===== config.mk =====
export PLATFORM = sky130hd
export DESIGN_NAME = priority_interrupt_dispatch
export DESIGN_NICKNAME = d
export VERILOG_FILES = /design/src/rtl/core/pid_pkg.sv /design/src/rtl/core/priority_interrupt_dispatch.sv /design/src/rtl/core/pid_lane.sv /design/src/rtl/core/pid_merge.sv
export SDC_FILE = /design/constraint.sdc
export NUM_CORES = 1
export LEC_CHECK = 0
export ABC_AREA = 1
export BUFFER_PORTS_ARGS = -buffer_cell sky130_fd_sc_hd__buf_4
export CAP_MARGIN = 25
export CORE_UTILIZATION = 51
export CTS_CLUSTER_SIZE = 25
export DETAILED_ROUTE_END_ITERATION = 12
export GPL_TIMING_DRIVEN = 1
export PLACE_DENSITY = 0.76
export SETUP_SLACK_MARGIN = 0.5
export SYNTH_ARGS = -nofsm -noshare
export SYNTH_HDL_FRONTEND = slang
export SYNTH_SLANG_ARGS = --single-unit

===== constraint.sdc =====
create_clock -name clk -period 9.4 [get_ports clk]
set_clock_uncertainty 0.15 [all_clocks]
set_input_delay 1.88 -clock clk [delete_from_list [all_inputs] [get_ports clk]]
set_output_delay 1.88 -clock clk [all_outputs]
set_load 0.05 [all_outputs]

===== src/rtl/core/pid_pkg.sv =====
// shared constants, codes and types of the priority interrupt dispatch block
`timescale 1ns / 1ps
`default_nettype none

package pid_pkg;

  // line and lane geometry
  localparam int NUM_LINES  = 64;
  localparam int CODE_BITS  = 4;
  localparam int LANE_LINES = 16;
  localparam int NUM_LANES  = 4;
  localparam int IDX_W      = $clog2(LANE_LINES);
  localparam int LANE_W     = $clog2(NUM_LANES);
  localparam int LINE_W     = 6;
  localparam int WORD_W     = LANE_LINES * CODE_BITS;
  localparam int IRQ_W      = 7;
  localparam int CNT_W      = 32;
  localparam int LEVEL_W    = 4;

  // configuration register indexes
  localparam int CFG_IDX_W  = 3;
  localparam logic [CFG_IDX_W-1:0] CFG_LEVEL_ASSIGN_0 = 3'd0;
  localparam logic [CFG_IDX_W-1:0] CFG_NUM_WORDS      = 3'd4;

  // core levels
  localparam logic [LEVEL_W-1:0] TIMER_LEVEL      = 4'd6;
  localparam logic [LEVEL_W-1:0] FIRST_PERI_LEVEL = 4'd7;
  localparam logic [LEVEL_W-1:0] LAST_PERI_LEVEL  = 4'd13;

  // operation codes
  localparam logic [1:0] OP_DISPATCH = 2'd0;
  localparam logic [1:0] OP_MASK     = 2'd1;
  localparam logic [1:0] OP_UNMASK   = 2'd2;

  // request kinds held between lane and merge stages
  localparam logic [1:0] KIND_NONE  = 2'd0;
  localparam logic [1:0] KIND_TIMER = 2'd1;
  localparam logic [1:0] KIND_PERI  = 2'd2;

  // what one lane found
  typedef struct packed {
    logic             hit;
    logic [IDX_W-1:0] idx;
  } lane_res_t;

  // merged dispatch answer
  typedef struct packed {
    logic             hit;
    logic [IRQ_W-1:0] irq;
  } disp_t;

endpackage

`default_nettype wire


===== src/rtl/core/priority_interrupt_dispatch.sv =====
// top level of the priority interrupt dispatch block
// a dispatch word taken on the input goes through the lane compare register,
// then through the merge stage into the output register, and shows on out_tvalid
// throughput: one word per cycle while out_tready stays high; mask and unmask
// words give no result
// reset: synchronous, clears level codes, line mask, spurious count and valids
`timescale 1ns / 1ps
`default_nettype none

module priority_interrupt_dispatch (
  input  wire logic        clk,
  input  wire logic        rst_n,
  // input stream
  input  wire logic        in_tvalid,
  output logic             in_tready,
  input  wire logic [79:0] in_tdata,   // core_level[3:0], peripheral_line[9:4], pending_flags[73:10]
  input  wire logic [1:0]  in_tuser,   // operation[1:0]
  // result stream
  output logic             out_tvalid,
  input  wire logic        out_tready,
  output logic [39:0]      out_tdata,  // irq_number[6:0], spurious_total[38:7]
  output logic [0:0]       out_tuser,  // found[0]
  // configuration writes
  input  wire logic        cfg_valid,
  output logic             cfg_ready,
  input  wire logic [pid_pkg::CFG_IDX_W-1:0] cfg_index,
  input  wire logic [63:0] cfg_data
);
  import pid_pkg::*;

  // unpacked input word
  logic [1:0]           op;
  logic [LEVEL_W-1:0]   lvl;
  logic [LINE_W-1:0]    pline;
  logic [NUM_LINES-1:0] pending;

  assign op      = in_tuser;
  assign lvl     = in_tdata[3:0];
  assign pline   = in_tdata[9:4];
  assign pending = in_tdata[73:10];

  // state
  logic [WORD_W-1:0]    level_r [NUM_LANES];
  logic [NUM_LINES-1:0] mask_r, mask_nxt;
  logic [CNT_W-1:0]     spur_r, spur_nxt;

  logic                             s1_valid_r, s1_valid_nxt;
  logic [1:0]                       s1_kind_r;
  lane_res_t [NUM_LANES-1:0]        s1_lane_r;

  logic             out_valid_r, out_valid_nxt;
  logic [IRQ_W-1:0] out_irq_r;
  logic             out_found_r;
  logic [CNT_W-1:0] out_spur_r;

  // handshakes
  logic in_acc, s1_adv, disp_acc, cfg_acc;

  assign s1_adv    = s1_valid_r && (!out_valid_r || out_tready);
  assign in_tready = !s1_valid_r || s1_adv;
  assign in_acc    = in_tvalid && in_tready;
  assign disp_acc  = in_acc && (op == OP_DISPATCH);
  assign cfg_ready = 1'b1;
  assign cfg_acc   = cfg_valid && cfg_ready;

  // line valid vector: every line is set to qualify
  logic [NUM_LINES-1:0] line_ok;
  always_comb begin
    for (int i = 0; i < NUM_LINES; i++) begin
      line_ok[i] = 1'b1;
    end
  end

  // level classification and lane inputs
  logic [1:0]           kind_in;
  logic [CODE_BITS-1:0] want;
  logic [NUM_LINES-1:0] live;

  always_comb begin
    if (lvl == TIMER_LEVEL) begin
      kind_in = KIND_TIMER;
    end else if (lvl inside {[FIRST_PERI_LEVEL:LAST_PERI_LEVEL]}) begin
      kind_in = KIND_PERI;
    end else begin
      kind_in = KIND_NONE;
    end
  end

  assign want = CODE_BITS'(lvl - FIRST_PERI_LEVEL);
  assign live = pending & mask_r & line_ok;

  // search lanes
  lane_res_t [NUM_LANES-1:0] lane_res;

  for (genvar l = 0; l < NUM_LANES; l++) begin : g_lane
    pid_lane u_lane (
      .code_word (level_r[l]),
      .live      (live[l*LANE_LINES +: LANE_LINES]),
      .want      (want),
      .res       (lane_res[l])
    );
  end

  // merge stage
  disp_t disp;

  pid_merge u_merge (
    .kind  (s1_kind_r),
    .lanes (s1_lane_r),
    .disp  (disp)
  );

  // mask update on mask and unmask words
  always_comb begin
    mask_nxt = mask_r;
    if (in_acc && ({1'b0, pline} < 7'(NUM_LINES))) begin
      if (op == OP_MASK) begin
        mask_nxt[pline] = 1'b0;
      end else if (op == OP_UNMASK) begin
        mask_nxt[pline] = 1'b1;
      end
    end
  end

  // spurious count and valid flags
  always_comb begin
    spur_nxt = spur_r;
    if (s1_adv && !disp.hit) begin
      spur_nxt = spur_r + CNT_W'(1);
    end
    if (disp_acc) begin
      s1_valid_nxt = 1'b1;
    end else if (s1_adv) begin
      s1_valid_nxt = 1'b0;
    end else begin
      s1_valid_nxt = s1_valid_r;
    end
    if (s1_adv) begin
      out_valid_nxt = 1'b1;
    end else if (out_tready) begin
      out_valid_nxt = 1'b0;
    end else begin
      out_valid_nxt = out_valid_r;
    end
  end

  // control and configuration registers
  always_ff @(posedge clk) begin
    if (!rst_n) begin
      mask_r      <= '0;
      spur_r      <= '0;
      s1_valid_r  <= 1'b0;
      out_valid_r <= 1'b0;
      for (int l = 0; l < NUM_LANES; l++) begin
        level_r[l] <= '0;
      end
    end else begin
      mask_r      <= mask_nxt;
      spur_r      <= spur_nxt;
      s1_valid_r  <= s1_valid_nxt;
      out_valid_r <= out_valid_nxt;
      if (cfg_acc && (cfg_index < CFG_NUM_WORDS)) begin
        level_r[LANE_W'(cfg_index - CFG_LEVEL_ASSIGN_0)] <= cfg_data;
      end
    end
  end

  // payload registers
  always_ff @(posedge clk) begin
    if (disp_acc) begin
      s1_kind_r <= kind_in;
      s1_lane_r <= lane_res;
    end
    if (s1_adv) begin
      out_irq_r   <= disp.irq;
      out_found_r <= disp.hit;
      out_spur_r  <= spur_nxt;
    end
  end

  // output word
  assign out_tvalid = out_valid_r;
  assign out_tdata  = {1'b0, out_spur_r, out_irq_r};
  assign out_tuser  = out_found_r;

  // checks
  a_found_irq: assert property (@(posedge clk) disable iff (!rst_n)
    out_tvalid && out_tuser[0] |-> out_tdata[6:0] >= 7'd6)
    else $error("found result with irq below timer level");

  a_spur_irq: assert property (@(posedge clk) disable iff (!rst_n)
    out_tvalid && !out_tuser[0] |-> out_tdata[6:0] == 7'd0)
    else $error("spurious result with nonzero irq");

  a_count_step: assert property (@(posedge clk) disable iff (!rst_n)
    s1_adv && !disp.hit |=> spur_r == $past(spur_r) + 32'd1)
    else $error("spurious count did not step by one");

  a_disp_held: assert property (@(posedge clk) disable iff (!rst_n)
    disp_acc |=> s1_valid_r)
    else $error("taken dispatch word not held in lane stage");

endmodule

`default_nettype wire


===== src/rtl/core/pid_lane.sv =====
// one search lane: lowest live line of its group whose level code matches
`timescale 1ns / 1ps
`default_nettype none

module pid_lane (
  input  wire logic [pid_pkg::WORD_W-1:0]     code_word,
  input  wire logic [pid_pkg::LANE_LINES-1:0] live,
  input  wire logic [pid_pkg::CODE_BITS-1:0]  want,
  output pid_pkg::lane_res_t                  res
);
  import pid_pkg::*;

  // priority search, lowest line wins
  always_comb begin
    res.hit = 1'b0;
    res.idx = '0;
    for (int i = LANE_LINES - 1; i >= 0; i--) begin
      if (live[i] && (code_word[i*CODE_BITS +: CODE_BITS] == want)) begin
        res.hit = 1'b1;
        res.idx = IDX_W'(i);
      end
    end
  end

endmodule

`default_nettype wire


===== src/rtl/core/pid_merge.sv =====
// merge stage: picks the lowest lane with a hit and forms the irq number
`timescale 1ns / 1ps
`default_nettype none

module pid_merge (
  input  wire logic [1:0]                              kind,
  input  wire pid_pkg::lane_res_t [pid_pkg::NUM_LANES-1:0] lanes,
  output pid_pkg::disp_t                               disp
);
  import pid_pkg::*;

  logic              any_hit;
  logic [LANE_W-1:0] lane_sel;
  logic [IDX_W-1:0]  idx_sel;

  // lowest lane that found a line
  always_comb begin
    any_hit  = 1'b0;
    lane_sel = '0;
    idx_sel  = '0;
    for (int l = NUM_LANES - 1; l >= 0; l--) begin
      if (lanes[l].hit) begin
        any_hit  = 1'b1;
        lane_sel = LANE_W'(l);
        idx_sel  = lanes[l].idx;
      end
    end
  end

  // irq number by request kind
  always_comb begin
    disp.hit = 1'b0;
    disp.irq = '0;
    case (kind)
      KIND_TIMER: begin
        disp.hit = 1'b1;
        disp.irq = IRQ_W'(TIMER_LEVEL);
      end
      KIND_PERI: begin
        if (any_hit) begin
          disp.hit = 1'b1;
          disp.irq = IRQ_W'(FIRST_PERI_LEVEL) + IRQ_W'({lane_sel, idx_sel});
        end
      end
      default: begin
        disp.hit = 1'b0;
        disp.irq = '0;
      end
    endcase
  end

endmodule

`default_nettype wire

## Yosys cells after proc, flatten, opt, wreduce, memory -nomap -nowiden

Memory sizes are Yosys's and may differ from the RTL's.
Cells that the tools add are included.
Widths: inputs -> output; s select.

| word-level totals | value |
|---|---|
| flip-flop bits (word level) | 160 |
| memory bits (writable) | 256 |
| input port bits | 154 |
| output and inout port bits | 44 |
| memories | 1 |

Memory list:

| name | words | width | read ports | clocked after Yosys merged registers in | wr ports | RTL line | source |
|---|---|---|---|---|---|---|---|
| level_r | 4 | 64 | 4 | 0 | 4 | priority_interrupt_dispatch.sv:43 | `logic [WORD_W-1:0] level_r [NUM_LANES];` |

| cells by class | value |
|---|---|
| add/subtract/negate cells | 3 |
| magnitude comparators | 5 |
| equality and inequality tests | 69 |
| multiplexer cells | 91 |
| bitwise gates (word level) | 4 |
| reduce and logical (&&, ||, !) cells | 98 |

Operators with widths:

| kind | number |
|---|---|
| $eq 4x4->1 | 64 |
| $mux 64 | 3 |
| $and 64x64->64 | 2 |
| $mux 4 | 32 |
| $logic_and 1x1->1 | 71 |
| $not 64->64 | 1 |
| $or 64x64->64 | 1 |
| $reduce_or 64->1 | 1 |
| $reduce_or 15->1 | 4 |
| $mux 3 | 16 |
| $add 32x1->32 const B | 1 |
| $mux 32 | 1 |
| $reduce_or 8->1 | 4 |
| $mux 2 | 14 |
| $mux 5 | 4 |
| $mux 1 | 18 |
| $pmux 8 s2 | 1 |
| $reduce_or 4->1 | 4 |
| $mux 8 | 1 |
| $reduce_or 2->1 | 4 |
| $add 3x6->7 const A | 1 |
| $lt 6x7->1 const B | 1 |
| $demux 1 s6 | 1 |
| $ge 6x1->1 const B | 1 |
| other kinds (12) | 19 |

## Longest topological paths before layout

| depth | value |
|---|---|
| word-level depth | 18 |
| mapped depth | 24 |

## By module

Synthesis repeated with hierarchy kept, for this count alone.

| second synthesis, totals | value |
|---|---|
| cells, all modules | 2343 |
| area, all modules | 21343.0 sq um |

By module, submodules not included:

| module | times used | cells an instance | area each (sq um) | sequential area each (sq um) |
|---|---|---|---|---|
| priority_interrupt_dispatch | 1 | 1504 | 16365.7 | 11511.0 |
| pid_lane | 4 | 190 | 1141.1 | 0.0 |
| pid_merge | 1 | 79 | 412.9 | 0.0 |

## Worst setup path before layout

Ideal clock, no wire load.

| timing path | value |
|---|---|
| path type | input -> register |
| from | in cfg_valid |
| to | mem level_r[3][0] (netlist name), enable pin |
| library setup time | 0.581 ns |
| data arrival time | 6.767 ns |
| data required time | 8.669 ns |
| path slack | 1.902 ns |
| cell stages on the path | 4 |
| cell sequence | inv_1 > nor2_1 > inv_1 > o31ai_1 |

RTL lines:

| item | RTL line | source |
|---|---|---|
| start, declared | priority_interrupt_dispatch.sv:24 | `input wire logic cfg_valid,` |
| end, declared | priority_interrupt_dispatch.sv:43 |  |

## Final worst setup path

| timing path | value |
|---|---|
| from | in in_tdata[0] |
| to | reg s1_lane_r[5] (netlist name) (data pin) |

| on the way | value |
|---|---|
| cells in the longest elaborated chain, start to end | 18 |
| elaborated cells on any way between the ends | 48 |

Ends and longest elaborated chain:

| item | RTL line | source |
|---|---|---|
| start, declared | priority_interrupt_dispatch.sv:16 | `input wire logic [79:0] in_tdata,` |
| $sub 4x3->4 (*) | priority_interrupt_dispatch.sv:89 | `assign want = CODE_BITS'(lvl - FIRST_PERI_LEVEL);` |
| $eq 4x4->1 | pid_lane.sv:18 | `if (live[i] && (code_word[i*CODE_BITS +: CODE_BITS] == want)) begin` |
| $logic_and 1x1->1 | pid_lane.sv:18 |  |
| $mux 5 | pid_lane.sv:18 |  |
| $mux 4 (7 in series) | pid_lane.sv:18 |  |
| $mux 3 (4 in series) | pid_lane.sv:18 |  |
| $mux 2 (2 in series) | pid_lane.sv:18 |  |
| $mux 1 | pid_lane.sv:18 |  |
| end signal, assigned | priority_interrupt_dispatch.sv:172 | `s1_lane_r <= lane_res;` |
| end, declared | priority_interrupt_dispatch.sv:49 | `lane_res_t [NUM_LANES-1:0] s1_lane_r;` |

Mark *: on every way between the ends. The rest lies on a longest branch, timed or not.
A chain may end at the register's enable or synchronous reset.

==> run metrics <==
Pleak 9.464 nW; Simple-Gate Fraction of Synth Area 0.2223; Syn Area/Cell between 9 and 10 um^2; Req. time, crit path around 9500 ps; die area 40,690 um^2; DRC errors left 0; Max-Cap Viols 0; pwr dens 178.6 nW/um^2; Total Routing Usage GR 0.2633; Clock Tree Buf Depth 3; post-synthesis async set-or-reset flop share 0; Starting DRT DRC Count between 1,000 and 1,500; Port Buffers between 150 and 200; Int Pwr around 3.2 mW; EDFF count, synth 318; Hold Path Class reg -> reg; DR vias ~16,000; die width between 200 and 250 um; Tcrit/Tclk final 0.6359; CP startpoint in_tdata[0]; Mapped Nets roughly 2,400; biggest area consumer among synthesized cells edfxtp_1; TritonCTS clock tree yes; maximum VDD drop roughly 160 uV; clock group share of total power 0.415; fin crit period 5977 ps; Final #Nets 2,527; DR pass1 iterations 5; synthesized flop and latch total ~420; Synth cell types 54; max-slew headroom at the worst pin 0.3429; gpl congestion around 0.94; compound-cell area share of the yosys netlist 0.08809; setup TNS 0 ps; sequential share of power 0.498; Commonest cells post-synth nor2_1 (387), nand2_1 (381), edfxtp_1 (318), inv_1 (206), a21oi_1 (111); synth top area cells edfxtp_1 (47%), dfxtp_1 (9.6%), nor2_1 (7.1%); top-count cell post-synth nor2_1; clk sinks roughly 420; detailed placement HPWL ~37,000 um; CP Capture Type flip-flop; sw frac 0.2350; vias per cell around 5.6; fill count approximately 3,200; Seq/Total Area, Yosys 0.5659; total CTS buffers 43; Setup CP Type in -> reg; hold_sp spur_r[31]; root buffer cell clkbuf_16; layout cell share with drive strength beyond 1 0.1418; CP Max Fanout between 60 and 70; P_sw around 1 mW; CTS hold repair buffers 0; Final Hold Violating Endpoints 0; first-pass GRT wire length roughly 83,000 um; core area just under 40,000 um^2; clock latency on the worst-skew pair about 570 ps; area post-placement between 20,000 and 25,000 um^2; post-cts sizing count 0; Worst-Margin Slew 985.6 ps; site row count between 70 and 80; initial antenna violation count 3; final instance area about 24,000 um^2; ys flop type edfxtp_1; WP data arrival 6110 ps; Detail Route Antenna Nets 0; die span in y a little over 200 um; largest net degree at the start of global routing between 70 and 80; vias in the first global route about 15,000; Starting Density 0.5215; wire per inst roughly 19 um; Critical R2R Launch out_tvalid; post-route setup slack 3423 ps; Worst-path clk slew about 60 ps; Post-Synth XOR/XNOR Area 0.05296; FMAX between 0.15 and 0.2 GHz; RSZ-0062 raised after global routing false; fin. max-slew vios 0; largest family of logic cells by synthesized area simple AND/OR/NAND/NOR gates; Synth-to-Final Area Change 16.04%; total congestion overflow 0; Synth Warn # 0; Cells after Synth 2,210; Gate power share 0.086; IO Count just under 200; Yosys top cell area share 0.4695; Post-Syn Area roughly 20,000 um^2; Post-Route Hold Slack ~360 ps; mux cell area share after synthesis 0; status complete, no violations; DP Worst Slack about 2800 ps; Routed WL 54,040 um; final setup violating endpoints 0; Startpoint Class input port; H-Tree Depth 2; setup bufs post-CTS 0; Post-Synth Adder-Cell Area 0.006151
==> metal layers <==
| layer | vias up | wire length [um] | share of wire | global-route usage |
|---|---|---|---|---|
| met4 | 2 | 2424 | 0.045 | 0.1193 |
| li1 | 7763 | - | - | - |
| met1 | 7644 | 21380 | 0.40 | 0.3394 |
| met5 | - | 14 | 0.00026 | 0 |
| met2 | 733 | 25600 | 0.47 | 0.4360 |
| met3 | 131 | 4626 | 0.086 | 0.04357 |
==> kinds of logic after synthesis <==
group	Yosys count
XOR/XNOR	123
AND/OR/NAND/NOR	1057
flip-flops	416
other	2
buffers and inverters	311
AO/OA/AOI/OAI	291
adder cells (fa/ha/maj)	10
==> cells in the final DEF (no fill, tap or decap), types with 5 or more instances in the layout <==
cell and instances:
nand3b_1 7, ha_1 9, clkbuf_16 47, edfxtp_1 318
clkbuf_8 5, clkinv_1 6, buf_4 206, nand2_1 377
o22ai_1 25, nand2_2 10, xnor2_1 52, dfxtp_1 98
a211oi_1 11, o211ai_1 11, nand3_1 74, and2_1 10
a21oi_1 111, a311oi_1 23, nor4_1 14, nand4_1 26
a2111oi_0 17, nor2_1 385, nor2_2 5, clkbuf_1 6
or2_2 26, inv_1 204, xor2_1 71, nor3_1 109
clkinv_2 9, o21ai_0 64
==> per-stage QoR <==
stage	instances	total power, mW	util
floorplan	2210	2.370	-
global placement	2833	2.480	0.5657
detailed placement	2836	2.500	0.5672
CTS	2916	4.224	0.6049
global route	2918	4.335	0.6050
finish	2919	4.216	0.6051
==> power groups by stage <==
stage	Clock, mW	Combinational [mW]	Sequential [mW]
2_1_floorplan	0	0.226	2.14
3_3_place_gp	0	0.347	2.13
3_5_place_dp	0	0.361	2.14
4_1_cts	1.76	0.363	2.10
5_1_grt	1.83	0.396	2.11
6_report	1.75	0.365	2.10
==> cell type report <==
class | count | area [um^2] | share of cell area
tap | 518 | 648.1 | 0.02746
antenna | 3 | 7.507 | 0.0003180
clock inverter | 19 | 187.7 | 0.007951
inverter | 210 | 790.8 | 0.03350
clock buffer | 61 | 1282 | 0.05433
timing repair buffer | 209 | 1605 | 0.06801
multi-input combinational | 1483 | 7571 | 0.3208
sequential | 416 | 11510 | 0.4877
==> path summary, 6_finish.rpt <==
path                          to  slack [ps]  cells after the start
hold reg to reg       spur_r[31]         360                      2
hold / removal        spur_r[31]         360                      2
setup reg to reg  out_spur_r[17]        6400                     15
setup / recovery    s1_lane_r[5]        3420                     21
==> worst max-delay path, stage by stage <==
cell and delay [ps]:
buf_4 580, buf_4 670, ha_1 300, nand2_2 160
nand2_4 460, buf_4 680, xnor2_1 130, inv_1 80
nand4_1 180, nand2_1 180, nand2_1 60, nand2_1 50
nand2_1 60, nand2_1 90, nand2_1 70, nand2_1 60
nand2_1 50, nand2_1 110, nand2_1 80, nand2_1 70
a21oi_1 70
Power figures use the tool's default switching activity.
